--- src/rtl/core/btr_pkg.sv ---
package btr_pkg;

	// Fixed font geometry.
	localparam int GLYPH_COUNT = 64;
	localparam int GLYPH_COLS = 5;
	localparam int GLYPH_ROWS = 7;
	localparam int GLYPH_CELLS = GLYPH_COLS * GLYPH_ROWS;
	localparam int GLYPH_IDX_W = $clog2(GLYPH_COUNT);
	localparam int CELL_CNT_W = $clog2(GLYPH_CELLS);
	localparam int COL_W = $clog2(GLYPH_COLS);

	// Largest pen scale honored; larger register values are clamped.
	localparam int MAX_SCALE = 8;
	localparam int SCALE_LIM_INT = (MAX_SCALE > 15) ? 15 : ((MAX_SCALE < 1) ? 1 : MAX_SCALE);
	localparam logic [3:0] SCALE_LIMIT = 4'(SCALE_LIM_INT);

	localparam logic [12:0] SCREEN_LIMIT = 13'd4096;

	// Depth of the job queue between the front and the back.
	localparam int JOB_QUEUE_DEPTH = 2;

	// Character codes.
	localparam logic [7:0] CHAR_END = 8'h00;
	localparam logic [7:0] CHAR_NEWLINE = 8'h0A;
	localparam logic [7:0] CHAR_FIRST = 8'h20;
	localparam logic [7:0] CHAR_LAST = 8'h5F;
	localparam logic [7:0] CHAR_SUBST = 8'h3F;

	// Configuration register indexes.
	localparam int CFG_INDEX_W = 3;
	localparam int CFG_DATA_W = 32;
	localparam logic [CFG_INDEX_W-1:0] REG_ORIGIN_X = 3'd0;
	localparam logic [CFG_INDEX_W-1:0] REG_ORIGIN_Y = 3'd1;
	localparam logic [CFG_INDEX_W-1:0] REG_PEN_COLOR = 3'd2;
	localparam logic [CFG_INDEX_W-1:0] REG_GLYPH_SCALE = 3'd3;
	localparam logic [CFG_INDEX_W-1:0] REG_SCREEN_WIDTH = 3'd4;
	localparam logic [CFG_INDEX_W-1:0] REG_SCREEN_HEIGHT = 3'd5;

	typedef enum logic [1:0] {
		CK_END,
		CK_NEWLINE,
		CK_GLYPH
	} char_kind_t;

	typedef enum logic [1:0] {
		BK_IDLE,
		BK_SCAN,
		BK_FLUSH
	} bk_state_t;

	// Effective configuration as seen by the front and the back.
	typedef struct packed {
		logic signed [15:0] origin_x;
		logic signed [15:0] origin_y;
		logic [31:0] pen_color;
		logic [3:0] scale;
		logic [12:0] width_lim;
		logic [12:0] height_lim;
	} btr_cfg_t;

	// One glyph to draw: cursor position and the glyph bitmap, row 0 in the top bits.
	typedef struct packed {
		logic signed [15:0] x;
		logic signed [15:0] y;
		logic [GLYPH_CELLS-1:0] bits;
	} btr_job_t;

	typedef struct packed {
		logic [11:0] x;
		logic [11:0] y;
		logic [3:0] width;
		logic [3:0] height;
		logic last;
	} btr_square_t;

	// Font bitmap, codes 0x20 to 0x5F, rows top to bottom, bit 4 is the leftmost column.
	localparam logic [GLYPH_CELLS-1:0] GLYPH_ROM [GLYPH_COUNT] = '{
		{5'h00,5'h00,5'h00,5'h00,5'h00,5'h00,5'h00}, {5'h04,5'h04,5'h04,5'h04,5'h00,5'h04,5'h00},
		{5'h0A,5'h0A,5'h00,5'h00,5'h00,5'h00,5'h00}, {5'h0A,5'h1F,5'h0A,5'h1F,5'h0A,5'h00,5'h00},
		{5'h04,5'h0F,5'h14,5'h0E,5'h05,5'h1E,5'h04}, {5'h18,5'h19,5'h02,5'h04,5'h09,5'h03,5'h00},
		{5'h0C,5'h12,5'h14,5'h08,5'h15,5'h12,5'h0D}, {5'h04,5'h04,5'h00,5'h00,5'h00,5'h00,5'h00},
		{5'h02,5'h04,5'h08,5'h08,5'h08,5'h04,5'h02}, {5'h08,5'h04,5'h02,5'h02,5'h02,5'h04,5'h08},
		{5'h00,5'h04,5'h15,5'h0E,5'h15,5'h04,5'h00}, {5'h00,5'h04,5'h04,5'h1F,5'h04,5'h04,5'h00},
		{5'h00,5'h00,5'h00,5'h00,5'h00,5'h04,5'h08}, {5'h00,5'h00,5'h00,5'h1F,5'h00,5'h00,5'h00},
		{5'h00,5'h00,5'h00,5'h00,5'h00,5'h04,5'h00}, {5'h00,5'h01,5'h02,5'h04,5'h08,5'h10,5'h00},
		{5'h0E,5'h11,5'h13,5'h15,5'h19,5'h11,5'h0E}, {5'h04,5'h0C,5'h04,5'h04,5'h04,5'h04,5'h0E},
		{5'h0E,5'h11,5'h01,5'h06,5'h08,5'h10,5'h1F}, {5'h1F,5'h02,5'h04,5'h02,5'h01,5'h11,5'h0E},
		{5'h02,5'h06,5'h0A,5'h12,5'h1F,5'h02,5'h02}, {5'h1F,5'h10,5'h1E,5'h01,5'h01,5'h11,5'h0E},
		{5'h06,5'h08,5'h10,5'h1E,5'h11,5'h11,5'h0E}, {5'h1F,5'h01,5'h02,5'h04,5'h08,5'h08,5'h08},
		{5'h0E,5'h11,5'h11,5'h0E,5'h11,5'h11,5'h0E}, {5'h0E,5'h11,5'h11,5'h0F,5'h01,5'h02,5'h0C},
		{5'h00,5'h04,5'h00,5'h00,5'h00,5'h04,5'h00}, {5'h00,5'h04,5'h00,5'h00,5'h00,5'h04,5'h08},
		{5'h02,5'h04,5'h08,5'h10,5'h08,5'h04,5'h02}, {5'h00,5'h00,5'h1F,5'h00,5'h1F,5'h00,5'h00},
		{5'h08,5'h04,5'h02,5'h01,5'h02,5'h04,5'h08}, {5'h0E,5'h11,5'h01,5'h02,5'h04,5'h00,5'h04},
		{5'h0E,5'h11,5'h17,5'h15,5'h17,5'h10,5'h0E}, {5'h04,5'h0A,5'h11,5'h11,5'h1F,5'h11,5'h11},
		{5'h1E,5'h11,5'h11,5'h1E,5'h11,5'h11,5'h1E}, {5'h0E,5'h11,5'h10,5'h10,5'h10,5'h11,5'h0E},
		{5'h1C,5'h12,5'h11,5'h11,5'h11,5'h12,5'h1C}, {5'h1F,5'h10,5'h10,5'h1E,5'h10,5'h10,5'h1F},
		{5'h1F,5'h10,5'h10,5'h1E,5'h10,5'h10,5'h10}, {5'h0E,5'h11,5'h10,5'h17,5'h11,5'h11,5'h0E},
		{5'h11,5'h11,5'h11,5'h1F,5'h11,5'h11,5'h11}, {5'h0E,5'h04,5'h04,5'h04,5'h04,5'h04,5'h0E},
		{5'h01,5'h01,5'h01,5'h01,5'h01,5'h11,5'h0E}, {5'h11,5'h12,5'h14,5'h18,5'h14,5'h12,5'h11},
		{5'h10,5'h10,5'h10,5'h10,5'h10,5'h10,5'h1F}, {5'h11,5'h1B,5'h15,5'h15,5'h11,5'h11,5'h11},
		{5'h11,5'h11,5'h19,5'h15,5'h13,5'h11,5'h11}, {5'h0E,5'h11,5'h11,5'h11,5'h11,5'h11,5'h0E},
		{5'h1E,5'h11,5'h11,5'h1E,5'h10,5'h10,5'h10}, {5'h0E,5'h11,5'h11,5'h11,5'h15,5'h12,5'h0D},
		{5'h1E,5'h11,5'h11,5'h1E,5'h14,5'h12,5'h11}, {5'h0F,5'h10,5'h10,5'h0E,5'h01,5'h01,5'h1E},
		{5'h1F,5'h04,5'h04,5'h04,5'h04,5'h04,5'h04}, {5'h11,5'h11,5'h11,5'h11,5'h11,5'h11,5'h0E},
		{5'h11,5'h11,5'h11,5'h11,5'h11,5'h0A,5'h04}, {5'h11,5'h11,5'h11,5'h15,5'h15,5'h15,5'h0A},
		{5'h11,5'h11,5'h0A,5'h04,5'h0A,5'h11,5'h11}, {5'h11,5'h11,5'h0A,5'h04,5'h04,5'h04,5'h04},
		{5'h1F,5'h01,5'h02,5'h04,5'h08,5'h10,5'h1F}, {5'h0E,5'h08,5'h08,5'h08,5'h08,5'h08,5'h0E},
		{5'h00,5'h10,5'h08,5'h04,5'h02,5'h01,5'h00}, {5'h0E,5'h02,5'h02,5'h02,5'h02,5'h02,5'h0E},
		{5'h04,5'h0A,5'h11,5'h00,5'h00,5'h00,5'h00}, {5'h00,5'h00,5'h00,5'h00,5'h00,5'h00,5'h1F}
	};

endpackage

--- src/rtl/core/btr_if.sv ---
interface btr_char_if;
	logic valid;
	logic ready;
	logic restart;
	logic [7:0] char_code;

	modport source(output valid, output restart, output char_code, input ready);
	modport sink(input valid, input restart, input char_code, output ready);
endinterface


--- src/rtl/core/btr_front.sv ---
module btr_front import btr_pkg::*; (
	input logic clk,
	input logic arst_n,
	input btr_cfg_t cfg_regs,
	btr_char_if.sink chars,
	output logic push_valid,
	input logic push_ready,
	output btr_job_t push_job
);

	function automatic logic signed [15:0] sat16(input logic signed [16:0] v);
		logic signed [15:0] r;
		if (v[16] != v[15]) begin
			r = v[16] ? 16'sh8000 : 16'sh7FFF;
		end else begin
			r = v[15:0];
		end
		return r;
	endfunction

	logic signed [15:0] cursor_x_q;
	logic signed [15:0] cursor_y_q;
	logic signed [15:0] cur_x;
	logic signed [15:0] cur_y;
	logic [7:0] code;
	logic [7:0] glyph_code;
	logic [GLYPH_IDX_W-1:0] glyph_idx;
	logic [6:0] advance_x;
	logic [6:0] advance_y;
	logic accept;
	char_kind_t kind;

	assign code = chars.char_code;
	assign cur_x = chars.restart ? cfg_regs.origin_x : cursor_x_q;
	assign cur_y = chars.restart ? cfg_regs.origin_y : cursor_y_q;
	assign advance_x = {1'b0, cfg_regs.scale, 2'b00} + {2'b00, cfg_regs.scale, 1'b0};
	assign advance_y = {cfg_regs.scale, 3'b000};

	always_comb begin
		if (code == CHAR_END) begin
			kind = CK_END;
		end else if (code == CHAR_NEWLINE) begin
			kind = CK_NEWLINE;
		end else begin
			kind = CK_GLYPH;
		end
	end

	assign glyph_code = (code < CHAR_FIRST || code > CHAR_LAST) ? CHAR_SUBST : code;
	assign glyph_idx = GLYPH_IDX_W'(glyph_code - CHAR_FIRST);

	assign chars.ready = push_ready;
	assign accept = chars.valid && push_ready;
	assign push_valid = chars.valid && (kind == CK_GLYPH);
	assign push_job.x = cur_x;
	assign push_job.y = cur_y;
	assign push_job.bits = GLYPH_ROM[glyph_idx];

	always_ff @(posedge clk or negedge arst_n) begin
		if (!arst_n) begin
			cursor_x_q <= '0;
			cursor_y_q <= '0;
		end else if (accept) begin
			unique case (kind)
				CK_END: begin
					cursor_x_q <= cur_x;
					cursor_y_q <= cur_y;
				end
				CK_NEWLINE: begin
					cursor_x_q <= cfg_regs.origin_x;
					cursor_y_q <= sat16(17'(cur_y) + $signed({10'b0, advance_y}));
				end
				CK_GLYPH: begin
					cursor_x_q <= sat16(17'(cur_x) + $signed({10'b0, advance_x}));
					cursor_y_q <= cur_y;
				end
				default: begin
					cursor_x_q <= cursor_x_q;
					cursor_y_q <= cursor_y_q;
				end
			endcase
		end
	end

endmodule

--- src/flat_wrapper.sv ---
// flat-port wrapper written by rule: the top's interface ports become plain ports
module btr_front_flat import btr_pkg::*;
  (clk, arst_n, cfg_regs, push_valid, push_ready, push_job, chars_valid, chars_restart, chars_char_code, chars_ready);
  btr_char_if chars_i ();
  input logic clk;
  input logic arst_n;
  input btr_cfg_t cfg_regs;
  output logic push_valid;
  input logic push_ready;
  output btr_job_t push_job;
  input wire logic [$bits(chars_i.valid)-1:0] chars_valid;
  input wire logic [$bits(chars_i.restart)-1:0] chars_restart;
  input wire logic [$bits(chars_i.char_code)-1:0] chars_char_code;
  output wire logic [$bits(chars_i.ready)-1:0] chars_ready;
  assign chars_i.valid = chars_valid;
  assign chars_i.restart = chars_restart;
  assign chars_i.char_code = chars_char_code;
  assign chars_ready = chars_i.ready;
  btr_front u_core (.clk(clk), .arst_n(arst_n), .cfg_regs(cfg_regs), .chars(chars_i), .push_valid(push_valid), .push_ready(push_ready), .push_job(push_job));
endmodule
--- config.mk ---
export PLATFORM = sky130hd
export DESIGN_NAME = btr_front_flat
export DESIGN_NICKNAME = d
export VERILOG_FILES = /design/src/rtl/core/btr_pkg.sv /design/src/rtl/core/btr_if.sv /design/src/rtl/core/btr_front.sv /design/src/flat_wrapper.sv
export SDC_FILE = /design/constraint.sdc
export NUM_CORES = 1
export LEC_CHECK = 0
export ABC_CLOCK_PERIOD_IN_PS = 2800
export BUFFER_PORTS_ARGS = -buffer_cell sky130_fd_sc_hd__buf_2
export CAP_MARGIN = 40
export CORE_ASPECT_RATIO = 0.5
export CORE_UTILIZATION = 49
export DETAILED_ROUTE_END_ITERATION = 8
export GPL_ROUTABILITY_DRIVEN = 1
export MAX_ROUTING_LAYER = met4
export PLACE_DENSITY = 0.79
export RECOVER_POWER = 50
export SYNTH_ARGS = -nofsm -noshare
export SYNTH_HDL_FRONTEND = slang
export SYNTH_SLANG_ARGS = --single-unit
--- constraint.sdc ---
create_clock -name clk -period 2.8 [get_ports clk]
set_input_delay 0 -clock clk [delete_from_list [all_inputs] [get_ports clk]]
set_output_delay 0 -clock clk [all_outputs]
set_load 0.005 [all_outputs]
### Word-level counts from Yosys, hierarchy flattened

Memory sizes are Yosys's and may differ from the RTL's.
Index checks and enable logic that the tools add are counted.

| word-level totals | value |
|---|---|
| flip-flop bits (word level) | 32 |
| bits in read-only memories | 2,240 |
| output and inout port bits | 69 |
| word-level logic and storage cells | 39 |
| memories kept | 1 |

| operators by class | value |
|---|---|
| $add $sub $neg | 4 |
| order comparisons | 3 |
| eq/ne operators | 5 |
| muxes and demuxes | 13 |
| bitwise logic cells | 1 |
| reductions and logical operators | 10 |

Memory list:

| name | words | width | read ports | clocked after memory_dff | write ports | line | RTL |
|---|---|---|---|---|---|---|---|
| (no name shown) | 64 | 35 | 1 | 0 | 0 | btr_front.sv:57 | `assign push_job.bits = GLYPH_ROM[glyph_idx];` |

Operator list:

| kind | count |
|---|---|
| $mux W16 | 6 |
| $mux W35 | 2 |
| $pmux W16 S3 | 1 |
| $add A16 B8 Y17 | 2 |
| $pmux W16 S2 | 1 |
| $eq A8 B4 Y1 const B | 1 |
| $gt A8 B7 Y1 const B | 1 |
| $logic_not A8 Y1 | 1 |
| $lt A8 B6 Y1 const B | 1 |
| $add A6 B5 Y7 | 1 |
| $ge A7 B7 Y1 const B | 1 |
| $not A6 Y7 | 1 |
| $mux W6 | 1 |
| $sub A6 B6 Y6 const B | 1 |
| $mux W2 | 2 |
| $reduce_and A2 Y1 | 2 |
| $reduce_bool A3 Y1 | 1 |
| $eq A2 B1 Y1 const B | 1 |
| $eq A2 B2 Y1 const B | 1 |
| $logic_and A1 B1 Y1 | 2 |
| $logic_not A2 Y1 | 1 |
| $ne A1 B1 Y1 | 2 |
| $reduce_bool A2 Y1 | 1 |
| $reduce_or A2 Y1 | 1 |
| $logic_or A1 B1 Y1 | 1 |

### Depth between registers and ports, before layout

| logic depth | value |
|---|---|
| word-level depth | 8 |
| mapped depth | 13 |

### Least setup slack after synthesis

Ideal clock, no wire load.

| timing | value |
|---|---|
| path kind | input port to flip-flop |
| start | input chars_restart |
| end | register u_core.cursor_x_q[0] |
| library setup time | 0.121 ns |
| data arrival time | 2.757 ns |
| setup slack | -0.078 ns |
| cell stages on the path | 13 |
| path through | buf_6 > buf_6 > buf_2 > buf_2 > mux2_2 > ha_1 > a211oi_2 > o21ai_1 > nor2b_1 > o311ai_2 > buf_4 > a21oi_1 > o22a_1 |

RTL lines:

| item | line | RTL |
|---|---|---|
| start, declared | flat_wrapper.sv:12 | `input wire logic [$bits(chars_i.restart)-1:0] chars_restart;` |
| end signal, assigned | btr_front.sv:66 | `cursor_x_q <= cur_x;` |
| end signal, assigned | btr_front.sv:70 | `cursor_x_q <= cfg_regs.origin_x;` |
| end signal, assigned | btr_front.sv:74 | `cursor_x_q <= sat16(17'(cur_x) + $signed({10'b0, advance_x}));` |
| end, declared | btr_front.sv:21 | `logic signed [15:0] cursor_x_q;` |

### Final worst setup path

| timing | value |
|---|---|
| start | register u_core.cursor_x_q[1] |
| end | register u_core.cursor_x_q[6] |

| between the ends | value |
|---|---|
| cells in the longest elaborated chain, start to end | 5 |

Ends and longest elaborated chain:

| item | line | RTL |
|---|---|---|
| $mux W16 * | btr_front.sv:34 | `assign cur_x = chars.restart ? cfg_regs.origin_x : cursor_x_q;` |
| $add A16 B8 Y17 * | btr_front.sv:74 |  |
| $mux W16 or $ne A1 B1 Y1 (tied branches) | btr_front.sv:14, btr_front.sv:13 |  |
| $mux W16 * | btr_front.sv:13 | `if (v[16] != v[15]) begin` |
| $pmux W16 S3 * | btr_front.sv:64 | `unique case (kind)` |

Every way passes the cells marked *; elsewhere a longest branch is shown, timed or not.
A chain may end at the register's enable or synchronous reset.

==> impl_metrics.tcl <==
set metrics [dict create \
    drtIter0Drc 1207 \
    timing.final.crit_share_pct 99.9 \
    port_buffers 117 \
    core_um2 12000 \
    antenna_found_initial 0 \
    grt_usage_pct 39.5 \
    die_h_um 80.9 \
    outcome "finished with violations" \
    cts_tree "built" \
    synth_edf_count 0 \
    crit_type "flop to flop" \
    synth_area_um2 6100 \
    die_area_um2 12900 \
    syn_inst 844 \
    clkTransAtPathRegs_ns 0.05 \
    ant_nets 0 \
    clk_latency_ns 0.28 \
    violations "capacitance limit, slew limit" \
    drcViolationCount 0 \
    final_area_um2 7300 \
    io_pins 176 \
    fp.dieW_um 160 \
    wire_per_inst_um 22.7 \
    hold_ws_ns 0.0267 \
    finalClockSkew_ns 0.00363 \
    gp_congestion 1.04 \
    dp_hpwl_um 17800 \
    fillers 1118 \
    cts_made_buffers 5 \
    critPathBufInv 1 \
    worstHoldStart "cfg_regs[84]" \
    p_leak_nw 3.06 \
    viasPerCell 6.88 \
    max-cap-violations 1 \
    wirelength_um 25500 \
    cp-start-kind "flop" \
    diodes 0 \
    hold_path_depth 2 \
    grt_max_degree 46 \
    r2r_slack_ns 0.001 \
    synthFlopType "dfrtp_1" \
    relSlewSlack_pct -23.7 \
    cp_top_family "compound AO/OA/AOI/OAI gates" \
    r2r-end "u_core.cursor_x_q[6]" \
    start_util_pct 51.0 \
    cts_buffer_depth 2 \
    arrival_ns 2.96 \
    p_per_area_nw_per_um2 430 \
    synth_area_leaders "dfrtp_1 13%, a21oi_1 7.2%, ha_1 5.7%, nand2_1 5.5%, o21ai_0 5.2%" \
    worstPathRequired_ns 2.96 \
    synth_area_per_cell_um2 7.23 \
    clock_sinks 32 \
    drt-pass1-iter-count 7 \
    clock.fmax_ghz 0.357 \
    drive_gt1_share_pct 26.3 \
    synth_top_area_share_pct 13.1 \
    critical-path-max-stage-delay_ns 0.37 \
    postPlaceCellArea_um2 6960 \
    critPathCaptureType "flop" \
    synth_seq_cells 32 \
    root_buffer "clkbuf_16" \
    final_util_pct 60.9 \
    hp-class "input port to flop" \
    path_max_fanout 6 \
    slowest_stage "dfrtp_1" \
    async_flop_share_pct 100 \
    first_global_vias 7042 \
    rsz0062_at_grt "true" \
    path_cells "mux2_4, ha_4, fa_2, a211oi_4, o21ai_2, nor2b_4, o311ai_4, buf_6, a211oi_1, a221o_1" \
    r2r_cells 10 \
    holdPathEnd "u_core.cursor_x_q[6]" \
    overflow 0 \
    ys_seq_area_share_pct 13.1 \
    finalHoldViolations 0 \
    slew_violations 33 \
    worst_pin_slew_ns 1.86 \
    fin_tns_setup_ns 0 \
    nets 1098 \
    irDropWorstVdd_mv 0.514 \
    synth_nets 982 \
    yosys.area.top_type "dfrtp_1" \
    rows 28 \
    area_growth_pct 19.6 \
    report.final.setup_viol 0 \
    cts_max_level 2 \
    yosys_warnings 0 \
    period_minus_slack_ns 2.80 \
    netlist-cell-type-count 93 \
    grt_pass1_wl_um 39200 \
    vias 7745 \
    finalPower_mw 3.14 \
    regToRegStartpoint "u_core.cursor_x_q[1]" \
]
## layout make-up
| cell class | count | area [um^2] | area share (%) |
|---|---|---|---|
| Tap cell | 165 | 206 | 2.83 |
| Timing Repair Buffer | 192 | 1180 | 16.2 |
| Multi-Input combinational cell | 704 | 4850 | 66.4 |
| Clock buffer | 6 | 129 | 1.77 |
| Inverter | 25 | 98.8 | 1.35 |
| Clock inverter | 2 | 35.0 | 0.480 |
| Sequential cell | 32 | 801 | 11.0 |
## flip-flops by register name (all words and copies together), names as in the netlist
| signal | count |
|---|---|
| u_core.cursor_x_q | 16 |
| u_core.cursor_y_q | 16 |
## what timing repair did
action / CTS / global route
setup buffers: 7 / 4
endpoints found under the setup margin: 4 / 21
endpoints found under the hold margin: 33 / 0
pin swaps: 4 / 6
gates resized for setup: 5 / 11
hold buffers: 2 / 0
## cells in the final DEF, fill, tap and decap left out, drive strengths merged, types with 7 or more instances in the layout
cell,instances
xnor2,14
dfrtp,32
nand4,11
and2,8
nor3,13
nor2b,10
mux2,27
nand2,90
nor2,59
o21ai,77
a221o,13
inv,23
o22ai,17
o211ai,13
ha,28
a21oi,91
a22oi,11
a221oi,13
xor2,9
a21o,10
a211oi,15
clkbuf,9
mux2i,9
nand2b,7
a31oi,26
nand3,22
o22a,9
and3,9
o31ai,7
buf,187
## synthesized netlist by cell type, drive strengths merged (8+ instances only)
cell and instances:
xnor2 14, nand3 22, o22ai 17, a31oi 26
nor2b 10, o211ai 13, and2 8, xor2 9
a21oi 91, nand4 11, and3 9, clkbuf 31
inv 23, a22oi 11, a221o 13, mux2i 9
o22a 9, a211oi 15, nor2 59, nor3 13
nand2 90, a21o 10, o21ai 77, a221oi 13
dfrtp 32, mux2 27, ha 28, buf 52
## per-stage QoR
stage                     setup WS [ns]  instances
final                           0.00140       1126
after global routing            -0.0557       1126
after CTS                       0.00348       1122
after detailed placement        -0.0919       1105
after global placement          0.00750       1105
after floorplan                 0.00316        844
## kinds of logic after synthesis
logic type | synth area share (%)
buffers and inverters | 8.75
XOR/XNOR | 3.30
multiplexers | 7.77
AO/OA/AOI/OAI | 39.7
flip-flops | 13.1
AND/OR/NAND/NOR | 20.7
adder cells (fa/ha/maj) | 6.72
## power by group
group / internal, mW / leakage (nW) / switching (mW)
logic: 0.785 / 2.61 / 1.08
clock network: 0.418 / 0.0808 / 0.207
registers: 0.574 / 0.363 / 0.0790
## layer usage
layer / vias up / global-route usage (%) / share of wire, %
met5: - / - / 0
met4: 0 / 14.1 / 3.6
met3: 104 / 7.41 / 12
met2: 566 / 63.7 / 44
met1: 3633 / 50.0 / 40
li1: 3442 / - / -
## how the worst max path moves through the flow
stage | from | depth (start not counted) | end
after floorplan | chars_restart | 13 | u_core.cursor_x_q[0]
after global placement | u_core.cursor_x_q[1] | 10 | u_core.cursor_x_q[3]
after detailed placement | u_core.cursor_x_q[1] | 10 | u_core.cursor_x_q[6]
after CTS | u_core.cursor_x_q[1] | 10 | u_core.cursor_x_q[6]
after global routing | u_core.cursor_x_q[1] | 10 | u_core.cursor_x_q[6]
final | u_core.cursor_x_q[1] | 10 | u_core.cursor_x_q[6]
Power figures use the tool's default switching activity.
