$ cat src/rtl/core/btr_pkg.sv
package btr_pkg;

	// Fixed font geometry.
	localparam int GLYPH_COUNT = 64;
	localparam int GLYPH_COLS = 5;
	localparam int GLYPH_ROWS = 7;
	localparam int GLYPH_CELLS = GLYPH_COLS * GLYPH_ROWS;
	localparam int GLYPH_IDX_W = $clog2(GLYPH_COUNT);
	localparam int CELL_CNT_W = $clog2(GLYPH_CELLS);
	localparam int COL_W = $clog2(GLYPH_COLS);

	// Largest pen scale honored; larger register values are clamped.
	localparam int MAX_SCALE = 8;
	localparam int SCALE_LIM_INT = (MAX_SCALE > 15) ? 15 : ((MAX_SCALE < 1) ? 1 : MAX_SCALE);
	localparam logic [3:0] SCALE_LIMIT = 4'(SCALE_LIM_INT);

	localparam logic [12:0] SCREEN_LIMIT = 13'd4096;

	// Depth of the job queue between the front and the back.
	localparam int JOB_QUEUE_DEPTH = 2;

	// Character codes.
	localparam logic [7:0] CHAR_END = 8'h00;
	localparam logic [7:0] CHAR_NEWLINE = 8'h0A;
	localparam logic [7:0] CHAR_FIRST = 8'h20;
	localparam logic [7:0] CHAR_LAST = 8'h5F;
	localparam logic [7:0] CHAR_SUBST = 8'h3F;

	// Configuration register indexes.
	localparam int CFG_INDEX_W = 3;
	localparam int CFG_DATA_W = 32;
	localparam logic [CFG_INDEX_W-1:0] REG_ORIGIN_X = 3'd0;
	localparam logic [CFG_INDEX_W-1:0] REG_ORIGIN_Y = 3'd1;
	localparam logic [CFG_INDEX_W-1:0] REG_PEN_COLOR = 3'd2;
	localparam logic [CFG_INDEX_W-1:0] REG_GLYPH_SCALE = 3'd3;
	localparam logic [CFG_INDEX_W-1:0] REG_SCREEN_WIDTH = 3'd4;
	localparam logic [CFG_INDEX_W-1:0] REG_SCREEN_HEIGHT = 3'd5;

	typedef enum logic [1:0] {
		CK_END,
		CK_NEWLINE,
		CK_GLYPH
	} char_kind_t;

	typedef enum logic [1:0] {
		BK_IDLE,
		BK_SCAN,
		BK_FLUSH
	} bk_state_t;

	// Effective configuration as seen by the front and the back.
	typedef struct packed {
		logic signed [15:0] origin_x;
		logic signed [15:0] origin_y;
		logic [31:0] pen_color;
		logic [3:0] scale;
		logic [12:0] width_lim;
		logic [12:0] height_lim;
	} btr_cfg_t;

	// One glyph to draw: cursor position and the glyph bitmap, row 0 in the top bits.
	typedef struct packed {
		logic signed [15:0] x;
		logic signed [15:0] y;
		logic [GLYPH_CELLS-1:0] bits;
	} btr_job_t;

	typedef struct packed {
		logic [11:0] x;
		logic [11:0] y;
		logic [3:0] width;
		logic [3:0] height;
		logic last;
	} btr_square_t;

	// Font bitmap, codes 0x20 to 0x5F, rows top to bottom, bit 4 is the leftmost column.
	localparam logic [GLYPH_CELLS-1:0] GLYPH_ROM [GLYPH_COUNT] = '{
		{5'h00,5'h00,5'h00,5'h00,5'h00,5'h00,5'h00}, {5'h04,5'h04,5'h04,5'h04,5'h00,5'h04,5'h00},
		{5'h0A,5'h0A,5'h00,5'h00,5'h00,5'h00,5'h00}, {5'h0A,5'h1F,5'h0A,5'h1F,5'h0A,5'h00,5'h00},
		{5'h04,5'h0F,5'h14,5'h0E,5'h05,5'h1E,5'h04}, {5'h18,5'h19,5'h02,5'h04,5'h09,5'h03,5'h00},
		{5'h0C,5'h12,5'h14,5'h08,5'h15,5'h12,5'h0D}, {5'h04,5'h04,5'h00,5'h00,5'h00,5'h00,5'h00},
		{5'h02,5'h04,5'h08,5'h08,5'h08,5'h04,5'h02}, {5'h08,5'h04,5'h02,5'h02,5'h02,5'h04,5'h08},
		{5'h00,5'h04,5'h15,5'h0E,5'h15,5'h04,5'h00}, {5'h00,5'h04,5'h04,5'h1F,5'h04,5'h04,5'h00},
		{5'h00,5'h00,5'h00,5'h00,5'h00,5'h04,5'h08}, {5'h00,5'h00,5'h00,5'h1F,5'h00,5'h00,5'h00},
		{5'h00,5'h00,5'h00,5'h00,5'h00,5'h04,5'h00}, {5'h00,5'h01,5'h02,5'h04,5'h08,5'h10,5'h00},
		{5'h0E,5'h11,5'h13,5'h15,5'h19,5'h11,5'h0E}, {5'h04,5'h0C,5'h04,5'h04,5'h04,5'h04,5'h0E},
		{5'h0E,5'h11,5'h01,5'h06,5'h08,5'h10,5'h1F}, {5'h1F,5'h02,5'h04,5'h02,5'h01,5'h11,5'h0E},
		{5'h02,5'h06,5'h0A,5'h12,5'h1F,5'h02,5'h02}, {5'h1F,5'h10,5'h1E,5'h01,5'h01,5'h11,5'h0E},
		{5'h06,5'h08,5'h10,5'h1E,5'h11,5'h11,5'h0E}, {5'h1F,5'h01,5'h02,5'h04,5'h08,5'h08,5'h08},
		{5'h0E,5'h11,5'h11,5'h0E,5'h11,5'h11,5'h0E}, {5'h0E,5'h11,5'h11,5'h0F,5'h01,5'h02,5'h0C},
		{5'h00,5'h04,5'h00,5'h00,5'h00,5'h04,5'h00}, {5'h00,5'h04,5'h00,5'h00,5'h00,5'h04,5'h08},
		{5'h02,5'h04,5'h08,5'h10,5'h08,5'h04,5'h02}, {5'h00,5'h00,5'h1F,5'h00,5'h1F,5'h00,5'h00},
		{5'h08,5'h04,5'h02,5'h01,5'h02,5'h04,5'h08}, {5'h0E,5'h11,5'h01,5'h02,5'h04,5'h00,5'h04},
		{5'h0E,5'h11,5'h17,5'h15,5'h17,5'h10,5'h0E}, {5'h04,5'h0A,5'h11,5'h11,5'h1F,5'h11,5'h11},
		{5'h1E,5'h11,5'h11,5'h1E,5'h11,5'h11,5'h1E}, {5'h0E,5'h11,5'h10,5'h10,5'h10,5'h11,5'h0E},
		{5'h1C,5'h12,5'h11,5'h11,5'h11,5'h12,5'h1C}, {5'h1F,5'h10,5'h10,5'h1E,5'h10,5'h10,5'h1F},
		{5'h1F,5'h10,5'h10,5'h1E,5'h10,5'h10,5'h10}, {5'h0E,5'h11,5'h10,5'h17,5'h11,5'h11,5'h0E},
		{5'h11,5'h11,5'h11,5'h1F,5'h11,5'h11,5'h11}, {5'h0E,5'h04,5'h04,5'h04,5'h04,5'h04,5'h0E},
		{5'h01,5'h01,5'h01,5'h01,5'h01,5'h11,5'h0E}, {5'h11,5'h12,5'h14,5'h18,5'h14,5'h12,5'h11},
		{5'h10,5'h10,5'h10,5'h10,5'h10,5'h10,5'h1F}, {5'h11,5'h1B,5'h15,5'h15,5'h11,5'h11,5'h11},
		{5'h11,5'h11,5'h19,5'h15,5'h13,5'h11,5'h11}, {5'h0E,5'h11,5'h11,5'h11,5'h11,5'h11,5'h0E},
		{5'h1E,5'h11,5'h11,5'h1E,5'h10,5'h10,5'h10}, {5'h0E,5'h11,5'h11,5'h11,5'h15,5'h12,5'h0D},
		{5'h1E,5'h11,5'h11,5'h1E,5'h14,5'h12,5'h11}, {5'h0F,5'h10,5'h10,5'h0E,5'h01,5'h01,5'h1E},
		{5'h1F,5'h04,5'h04,5'h04,5'h04,5'h04,5'h04}, {5'h11,5'h11,5'h11,5'h11,5'h11,5'h11,5'h0E},
		{5'h11,5'h11,5'h11,5'h11,5'h11,5'h0A,5'h04}, {5'h11,5'h11,5'h11,5'h15,5'h15,5'h15,5'h0A},
		{5'h11,5'h11,5'h0A,5'h04,5'h0A,5'h11,5'h11}, {5'h11,5'h11,5'h0A,5'h04,5'h04,5'h04,5'h04},
		{5'h1F,5'h01,5'h02,5'h04,5'h08,5'h10,5'h1F}, {5'h0E,5'h08,5'h08,5'h08,5'h08,5'h08,5'h0E},
		{5'h00,5'h10,5'h08,5'h04,5'h02,5'h01,5'h00}, {5'h0E,5'h02,5'h02,5'h02,5'h02,5'h02,5'h0E},
		{5'h04,5'h0A,5'h11,5'h00,5'h00,5'h00,5'h00}, {5'h00,5'h00,5'h00,5'h00,5'h00,5'h00,5'h1F}
	};

endpackage

$ cat src/rtl/core/btr_queue.sv
module btr_queue import btr_pkg::*; (
	input logic clk,
	input logic arst_n,
	input logic push_valid,
	output logic push_ready,
	input btr_job_t push_job,
	output logic pop_valid,
	input logic pop_ready,
	output btr_job_t pop_job
);

	localparam int PTR_W = (JOB_QUEUE_DEPTH > 1) ? $clog2(JOB_QUEUE_DEPTH) : 1;
	localparam int CNT_W = $clog2(JOB_QUEUE_DEPTH + 1);

	btr_job_t entries_q [JOB_QUEUE_DEPTH];
	logic [PTR_W-1:0] wr_ptr_q;
	logic [PTR_W-1:0] rd_ptr_q;
	logic [CNT_W-1:0] count_q;
	logic do_push;
	logic do_pop;

	assign push_ready = count_q != CNT_W'(JOB_QUEUE_DEPTH);
	assign pop_valid = count_q != '0;
	assign pop_job = entries_q[rd_ptr_q];
	assign do_push = push_valid && push_ready;
	assign do_pop = pop_valid && pop_ready;

	function automatic logic [PTR_W-1:0] next_ptr(input logic [PTR_W-1:0] p);
		return (p == PTR_W'(JOB_QUEUE_DEPTH - 1)) ? '0 : p + 1'b1;
	endfunction

	always_ff @(posedge clk) begin
		if (do_push) begin
			entries_q[wr_ptr_q] <= push_job;
		end
	end

	always_ff @(posedge clk or negedge arst_n) begin
		if (!arst_n) begin
			wr_ptr_q <= '0;
			rd_ptr_q <= '0;
			count_q <= '0;
		end else begin
			if (do_push) begin
				wr_ptr_q <= next_ptr(wr_ptr_q);
			end
			if (do_pop) begin
				rd_ptr_q <= next_ptr(rd_ptr_q);
			end
			if (do_push && !do_pop) begin
				count_q <= count_q + 1'b1;
			end else if (do_pop && !do_push) begin
				count_q <= count_q - 1'b1;
			end
		end
	end

endmodule

$ cat config.mk
export PLATFORM = sky130hd
export DESIGN_NAME = btr_queue
export DESIGN_NICKNAME = d
export VERILOG_FILES = /design/src/rtl/core/btr_pkg.sv /design/src/rtl/core/btr_queue.sv
export SDC_FILE = /design/constraint.sdc
export NUM_CORES = 1
export LEC_CHECK = 0
export BUFFER_PORTS_ARGS = -buffer_cell sky130_fd_sc_hd__buf_2
export CORE_MARGIN = 5
export CORE_UTILIZATION = 52
export CTS_BUF_LIST = sky130_fd_sc_hd__clkbuf_8 sky130_fd_sc_hd__clkbuf_16
export CTS_CLUSTER_DIAMETER = 60
export DETAILED_ROUTE_END_ITERATION = 16
export PLACE_DENSITY_LB_ADDON = 0.15
export SETUP_SLACK_MARGIN = 0.2
export SLEW_MARGIN = 20
export SYNTH_ARGS = -nofsm -noshare
export SYNTH_HDL_FRONTEND = slang
export SYNTH_SLANG_ARGS = --single-unit
$ cat constraint.sdc
create_clock -name clk -period 4.7 [get_ports clk]
set_clock_uncertainty 0.15 [all_clocks]
set_input_delay 0.94 -clock clk [delete_from_list [all_inputs] [get_ports clk]]
set_output_delay 0.94 -clock clk [all_outputs]
set_load 0.05 [all_outputs]
=== After elaboration in Yosys (flattened, before gate mapping) ===
Memories as Yosys holds them, arrays and structs flattened.
Index checks and enable logic that the tools add are counted.

* $add $sub $neg: 4
* Equality and inequality tests: 1
* Muxes and demuxes: 6
* Reductions and logical operators: 8

{| class="wikitable"
|+ Operator list
! cell !! number
|-
| $logic_and A1 B1 Y1 || 4
|-
| $mux W1 || 4
|-
| $mux W2 || 2
|-
| $reduce_bool A2 Y1 || 2
|-
| $add A1 B1 Y1 const B || 2
|-
| $add A2 B1 Y2 const B || 1
|-
| $logic_not A1 Y1 || 2
|-
| $ne A2 B2 Y1 const B || 1
|-
| $sub A2 B1 Y2 const B || 1
|}

* Register bits after elaboration: 4
* RAM bits: 134
* Bits of input ports: 71
* Output and inout bits: 69
* Memories: 1

{| class="wikitable"
|+ Memory list
! memory !! words !! width !! rd ports !! clocked after memory_dff !! wr ports !! line !! source
|-
| entries_q || 2 || 67 || 1 || 0 || 1 || btr_queue.sv:15 || <nowiki>btr_job_t entries_q [JOB_QUEUE_DEPTH];</nowiki>
|}

=== Longest topological paths before layout ===
Gate-level depths: netlist of the first run.

* Word-level depth: 6
* Gate-level depth with buffers: 7
* Gate-level depth less buffers: 7

=== Worst setup path after synthesis of the first run ===
No wires, ideal clock.

* Path kind: register to register
* From: register count_q[0]
* To: memory entries_q[0][0] (netlist name), enable pin
* Arrival: 3870 ps
* Slack: 187 ps
* Cell stages (with the launch flop): 4
* Path buffers: 0
* Clock period less this slack: 4513 ps
* Cell sequence: dfrtp_1 > nand2b_1 > nand2_1 > nor2_1

* Longest elaborated chain between the ends: 4

{| class="wikitable"
|+ RTL lines
! item !! line !! source
|-
| from (decl) || btr_queue.sv:18 || <nowiki>logic [CNT_W-1:0] count_q;</nowiki>
|-
| from (signal assigned) || btr_queue.sv:51 || <nowiki>count_q <= count_q + 1'b1;</nowiki>
|-
| from (signal assigned) || btr_queue.sv:53 || <nowiki>count_q <= count_q - 1'b1;</nowiki>
|-
| $ne A2 B2 Y1 || btr_queue.sv:22 || <nowiki>assign push_ready = count_q != CNT_W'(JOB_QUEUE_DEPTH);</nowiki>
|-
| via push_ready || btr_queue.sv:5 || <nowiki>output logic push_ready,</nowiki>
|-
| $logic_and A1 B1 Y1 || btr_queue.sv:25 || <nowiki>assign do_push = push_valid && push_ready;</nowiki>
|-
| $mux W1 || btr_queue.sv:33 || <nowiki>if (do_push) begin</nowiki>
|-
| $mux W1 (implied by the code) || btr_queue.sv:34 || <nowiki>entries_q[wr_ptr_q] <= push_job;</nowiki>
|-
| to (decl) || btr_queue.sv:15 ||
|}

The timed path passes the listed nets, and every way through them passes these cells.

==> metrics, run 1 <==
H-tree Lvls=4; cells along the critical path=mux2_2 -> buf_2; number of cells on the worst reg-to-reg path=4; Sw Share=38.09%; ys async rst share=2.899%; Area Overhead vs Synth=28.69%; capture point of the worst reg-to-reg path=entries_q[0][22]; top_reg_cell synth=edfxtp_1; Final ANT Viol Nets=0; IO buf count=139; EDFF count, synth=134; crit path from=rd_ptr_q; Area contributors post-synth=edfxtp_1 79%, mux2_2 10%, mux2_4 5.9%; Worst setup EP type=primary output; Synth cell types=16; Crit path required time=3.61 ns; CTS tree=yes; fin cells=523; routed length per instance=16.90 µm; Synth area leader=edfxtp_1; Clock Pin Slew Worst Setup and Hold Paths=0.05 ns; internal power=0.003219 W; vias per inst=4.908; vias in the first global route=2683; Die Wd=109.2 µm; initial antenna violation count=1; delay-heaviest family, CP=flip-flops; Max Slew Vio Count=0; # fillers=668; WL final=8841 µm; first-pass GRT wire length=13210 µm; Num CTS Buffers=17; Flop pwr share=36.2%; DRC=0; hold crit path type=in -> async; diode count=0; Period minus WS final=3.398 ns; Longest Clk Path Bufs=2; most frequent cell after synthesis=edfxtp_1; Crit path arrival time=2.31 ns; die height=109.2 µm; Detailed Routing Iterations Pass 1=4; FP Rows=36; Syn Area/Cell=22.55 µm²; total track usage=15.38%; worst r2r src=count_q[0]; Final nets=450; Crit path largest cell delay=1.08 ns; total die area=11930 µm²; dpl hpwl=5497 µm; status=finished clean; crit-path max FO=68; GP Congestion=0.6957; CTS sink cnt=138; Synth Instances=227; synthesized area=5120 µm²; setup TNS=0 ns; Vias=2567; #FFs+latches synth=138; largest net degree at the start of global routing=69; post-CTS sizing=0; slew margin rel.=30.44%; P per Cell Area=789.1 nW/µm²; latest clock arrival within the worst-skew pair=0.50 ns; Post CTS Setup Buffer Count=0; switching pwr=0.001980 W; final hold violations=0; sequential share of the synthesized area=80.55%; layout cell share with drive strength beyond 1=61.79%; register-to-register setup slack=2.50 ns; Hold Buf Count CTS=0; clock group share of total power=27.5%; Buf+Inv Stages, Crit Path=1; Slowest-stage cell, CP=dfrtp_4; Max Cap Viol=0; Setup crit start kind=flip-flop; placed cell count=492; fmax=294.3 MHz; I/O pin count=140; Tcrit/Tclk final=72.31%; # setup viols final=0; path type of the worst setup path=reg -> out; GRT Residual Overflow=0; Initial Utilization=52.87%; peak supply drop=0.0004180 V; Core Region=9684 µm²; RSZ-0062 raised after global routing=false; Syn Nets=299; DR iter-0 viols=133; P_leak=2.561 nW; Comb pwr share=36.3%; Slew @ Worst Pin=1.043 ns; Post-synth top cells=134 x edfxtp_1, 47 x mux2_2, 20 x mux2_4, 4 x buf_2, 4 x dfrtp_1; Yosys warning count=0; share of Yosys cell area claimed by the top area cell type=78.59%; root buf cell=clkbuf_8
[routing by layer]
metal,wire length (µm),vias to the layer above,global-route usage (%)
met1,3578,1255,18.31
met2,4370,100,24.56
met3,796,12,7.282
li1,-,1198,-
met4,89,2,5.610
met5,7,-,0
[through the flow]
stage	setup slack (ns)	hold WS, ns	utilization (%)	power, W	instance area [µm²]
floorplan	1.303	0.3059	-	0.003444	5122
global placement	1.807	0.3262	61.40	0.003806	5946
detailed placement	1.825	0.3280	61.40	0.003820	5946
CTS	1.265	0.05500	68.04	0.005258	6589
global route	1.191	0.04263	68.04	0.005416	6589
finish	1.302	0.08192	68.04	0.005199	6589
[power by group through the flow]
stage               Combinational [W]  Sequential (W)  Clock [W]
floorplan                     0.00167         0.00177          0
global placement              0.00190         0.00190          0
detailed placement            0.00191         0.00191          0
CTS                           0.00191         0.00189    0.00145
global route                  0.00197         0.00192    0.00152
finish                        0.00189         0.00188    0.00143
[state kept, by name, indices dropped and copies added (netlist names)]
register   count
count_q        2
wr_ptr_q       1
entries_q    134
rd_ptr_q       1
[worst max path at each step]
stage	endpoint	slack, ns	cells past startpoint
6_report	pop_job[61]	1.30	2
5_1_grt	pop_job[62]	1.19	2
4_1_cts	pop_job[62]	1.26	2
3_5_place_dp	pop_job[62]	1.83	2
3_3_place_gp	pop_job[59]	1.81	2
2_1_floorplan	entries_q[0][0]	1.30	3
[worst register-to-register path, stage by stage (launching register included)]
cell and delay [ns]:
dfrtp_1 0.40, nand2b_1 0.17, nand2_1 0.15, nor2_4 0.66
buf_12 0.34
[layout by cell type (no fill, tap or decap), types with 2 or more instances in the layout]
| cell type | synthesis | routed |
|---|---|---|
| clkbuf_16 | 0 | 16 |
| dfrtp_1 | 4 | 3 |
| xor2_1 | 2 | 2 |
| nand2_1 | 2 | 2 |
| edfxtp_1 | 134 | 134 |
| clkinv_2 | 0 | 4 |
| mux2_4 | 20 | 20 |
| mux2_2 | 47 | 47 |
| clkinv_4 | 0 | 2 |
| xnor2_1 | 3 | 3 |
| buf_2 | 4 | 139 |
| bufinv_16 | 0 | 6 |
| inv_1 | 1 | 2 |
[cell families (layout without fill, tap and decap cells)]
group	Yosys count	count (layout)	share of synthesized area, %
xor+xnor	5	5	0.8555
fa+ha+maj	1	1	0.2443
buf+inv	9	172	1.491
simple gates	7	7	0.6602
flops	138	138	80.55
mux	67	67	16.20
[cell type report]
cell class	count	area [µm²]	area share, %
clock buffer	17	414.1	6.286
timing repair buffer	140	715.7	10.86
inverter	1	3.754	0.05697
clock inverter	14	229.0	3.475
multi-input combinational	80	932.1	14.15
tap	133	166.4	2.526
sequential	138	4128	62.65
Note: power is estimated with default switching activity, not from simulation.
==> inputs of run 2 (changes only) <==
- ABC_AREA: unset -> 1
- CORE_UTILIZATION: 52 -> 47
- clock period: 4.7 -> 2.85 ns (I/O delays scaled with it)
==> metrics, run 2 <==
status=finished clean; Crit path largest cell delay=0.41 ns (-0.67 ns); Detailed Routing Iterations Pass 1=4 (unchanged); Post-DP Area=5958 µm² (+0.21%); EDFF count, synth=134 (unchanged); latest clock arrival within the worst-skew pair=0.51 ns (about the same); Area contributors post-synth=edfxtp_1 79%, nand2_1 16%, dfrtp_1 2.0%; diode count=0 (unchanged); GP Congestion=0.7036 (+1.1%); Slowest-stage cell, CP=dfrtp_2; share of Yosys cell area claimed by the top area cell type=78.88% (+0.29 points); fmax=399.2 MHz; DRC=0 (unchanged); root buf cell=clkbuf_8; most flop-heavy register=entries_q; Syn Nets=451 (+51%); Synth area leader=edfxtp_1; Core Region=10750 µm² (+11%); Setup crit start kind=flip-flop; GRT Residual Overflow=0 (unchanged); vias per inst=4.576 (-6.8%); placed cell count=648 (+32%); Met2 Wirelength=4591 µm (+5.1%); sequential share of the synthesized area=80.84% (+0.30 points); Final nets=600 (+33%); Post-synth top cells=211 x nand2_1, 134 x edfxtp_1, 9 x buf_2, 6 x inv_1; hold crit path type=in -> reg; initial antenna violation count=0 (-1); dpl hpwl=5842 µm (+6.3%); Vias=3116 (+21%); Period minus WS final=2.505 ns; Slew @ Worst Pin=0.4204 ns (-0.6230 ns); first-pass GRT wire length=15160 µm (+15%); Num CTS Buffers=17 (unchanged); layout cell share with drive strength beyond 1=32.35% (-29 points); vias in the first global route=3100 (+16%); RSZ-0062 raised after global routing=false; H-tree Lvls=4 (unchanged); die height=114.2 µm (+4.5%); Buf+Inv Stages, Crit Path=2 (+1); DR WL met3=851 µm (+6.9%); crit-path most repeated cell=nand2_1; top_reg_cell synth=edfxtp_1; DR iter-0 viols=141 (+6.0%); Syn Area/Cell=13.46 µm² (-40%); Crit path arrival time=1.78 ns (-0.53 ns); #FFs+latches synth=138 (unchanged); Register Area=4125 µm² (about the same); Crit path required time=2.13 ns (-1.48 ns); Max Slew Vio Count=0 (unchanged); routed length per instance=14.15 µm (-16%); most frequent cells in the layout=211 x nand2_1, 139 x buf_2, 134 x edfxtp_1; largest net degree at the start of global routing=69 (unchanged); Clock Pin Slew Worst Setup and Hold Paths=0.06 ns (about the same); total die area=13040 µm² (+9.3%); IO buf count=139 (unchanged); Worst setup EP type=primary output; number of flip-flops in the largest register=134 (unchanged); final hold violations=0 (unchanged); highest routed metal layer=met4; I/O pin count=140 (unchanged); Longest Clk Path Bufs=2 (unchanged); Area Overhead vs Synth=28.48%; CTS sink cnt=138 (unchanged); Post CTS Setup Buffer Count=0 (unchanged); synthesized area=5101 µm² (-0.37%); fin cells=681 (+30%); # fillers=872 (+31%); slew margin rel.=71.97% (+42 points); cells along the critical path=buf_8 -> nand2_1 -> nand2_1 -> buf_2; crit-path max FO=68 (unchanged); cell area after layout=6554 µm² (-0.53%); Die Wd=114.2 µm (+4.5%); most frequent cell after synthesis=nand2_1; Final ANT Viol Nets=0 (unchanged); Max Cap Viol=0 (unchanged); path type of the worst setup path=reg -> out; ys async rst share=2.899% (unchanged); total track usage=15.55% (+0.17 points); Tcrit/Tclk final=87.89%; leading cell type in the layout, fill and taps excluded=nand2_1; WL final=9634 µm (+9.0%); Synth cell types=14 (-2); Yosys warning count=0 (unchanged); multi-input logic area=860.8 µm² (-7.7%); met1 wire length=4070 µm (+14%); Synth Instances=379 (+67%); register-to-register setup slack=1.06 ns (-1.44 ns); FP Rows=38 (+5.6%); # setup viols final=0 (unchanged); top flop regs=entries_q: 134 flops, count_q: 2 flops; CTS tree=yes; delay-heaviest family, CP=buffers and inverters; Initial Utilization=47.47% (-5.4 points)
==> run 2: worst reg2reg max path: cells and delay by family (launching register included) <==
kind                   cells  cell delay [ns]
buffers and inverters      2             0.43
DFF                        1             0.38
and+or+nand+nor            3             0.46
==> run 2: layout make-up <==
cell class              count  share of cell area (%)
clock inverters            15                   2.425
clock buffers              17                   6.319
well taps                 140                   2.673
multi-input cells         219                   13.13
repair buffers            145                   12.03
inverters                   7                  0.4773
flip-flops and latches    138                   62.94
==> run 2: repair_timing <==
| item | in CTS | in global routing |
|---|---|---|
| endpoints found under the hold margin | 4 | 0 |
| resized for setup | 2 | 3 |
| setup endpoints to repair | 67 | 44 |
| gates cloned | 0 | 0 |
| hold buffers | 1 | 0 |
==> run 2: metrics by stage <==
step	util, %	hold slack [ns]	setup TNS (ns)	setup WS [ns]
floorplan	-	0.1244	-68.56	-0.5117
global placement	55.45	0.2321	0	0.6857
detailed placement	55.45	0.2354	0	0.6625
CTS	60.93	0.06005	0	0.2340
global route	60.99	0.05349	0	0.2127
finish	60.99	0.08763	0	0.3452
==> run 2: cell families (layout without fill, tap and decap cells) <==
group / after synthesis / in the layout / synth area share (%)
and+or+nand+nor: 216 / 216 / 15.99
DFF: 138 / 138 / 80.84
adders and majority gates: 1 / 1 / 0.2452
buffers and inverters: 22 / 184 / 2.575
xor gates and xnor gates: 2 / 2 / 0.3435
==> run 2: path summary, 6_finish.rpt <==
kind                                     to    startpoint  cells after the start
min reg2reg                      count_q[1]    count_q[1]                      2
max reg2reg                entries_q[0][45]    count_q[0]                      5
max                             pop_job[26]      rd_ptr_q                      4
max in group asynchronous          rd_ptr_q        arst_n                      2
min in group asynchronous        count_q[1]        arst_n                      2
min                        entries_q[0][64]  push_job[64]                      1
==> run 2: layer usage <==
layer	up-vias	GRT usage, %
met5	-	0
met4	0	5.701
met3	10	6.131
met2	111	24.71
met1	1421	19.41
li1	1574	-
Power of run 2 is left out: the tool's default activity adds up to more than one toggle a clock period on the data nets, which glitch-free logic cannot reach.
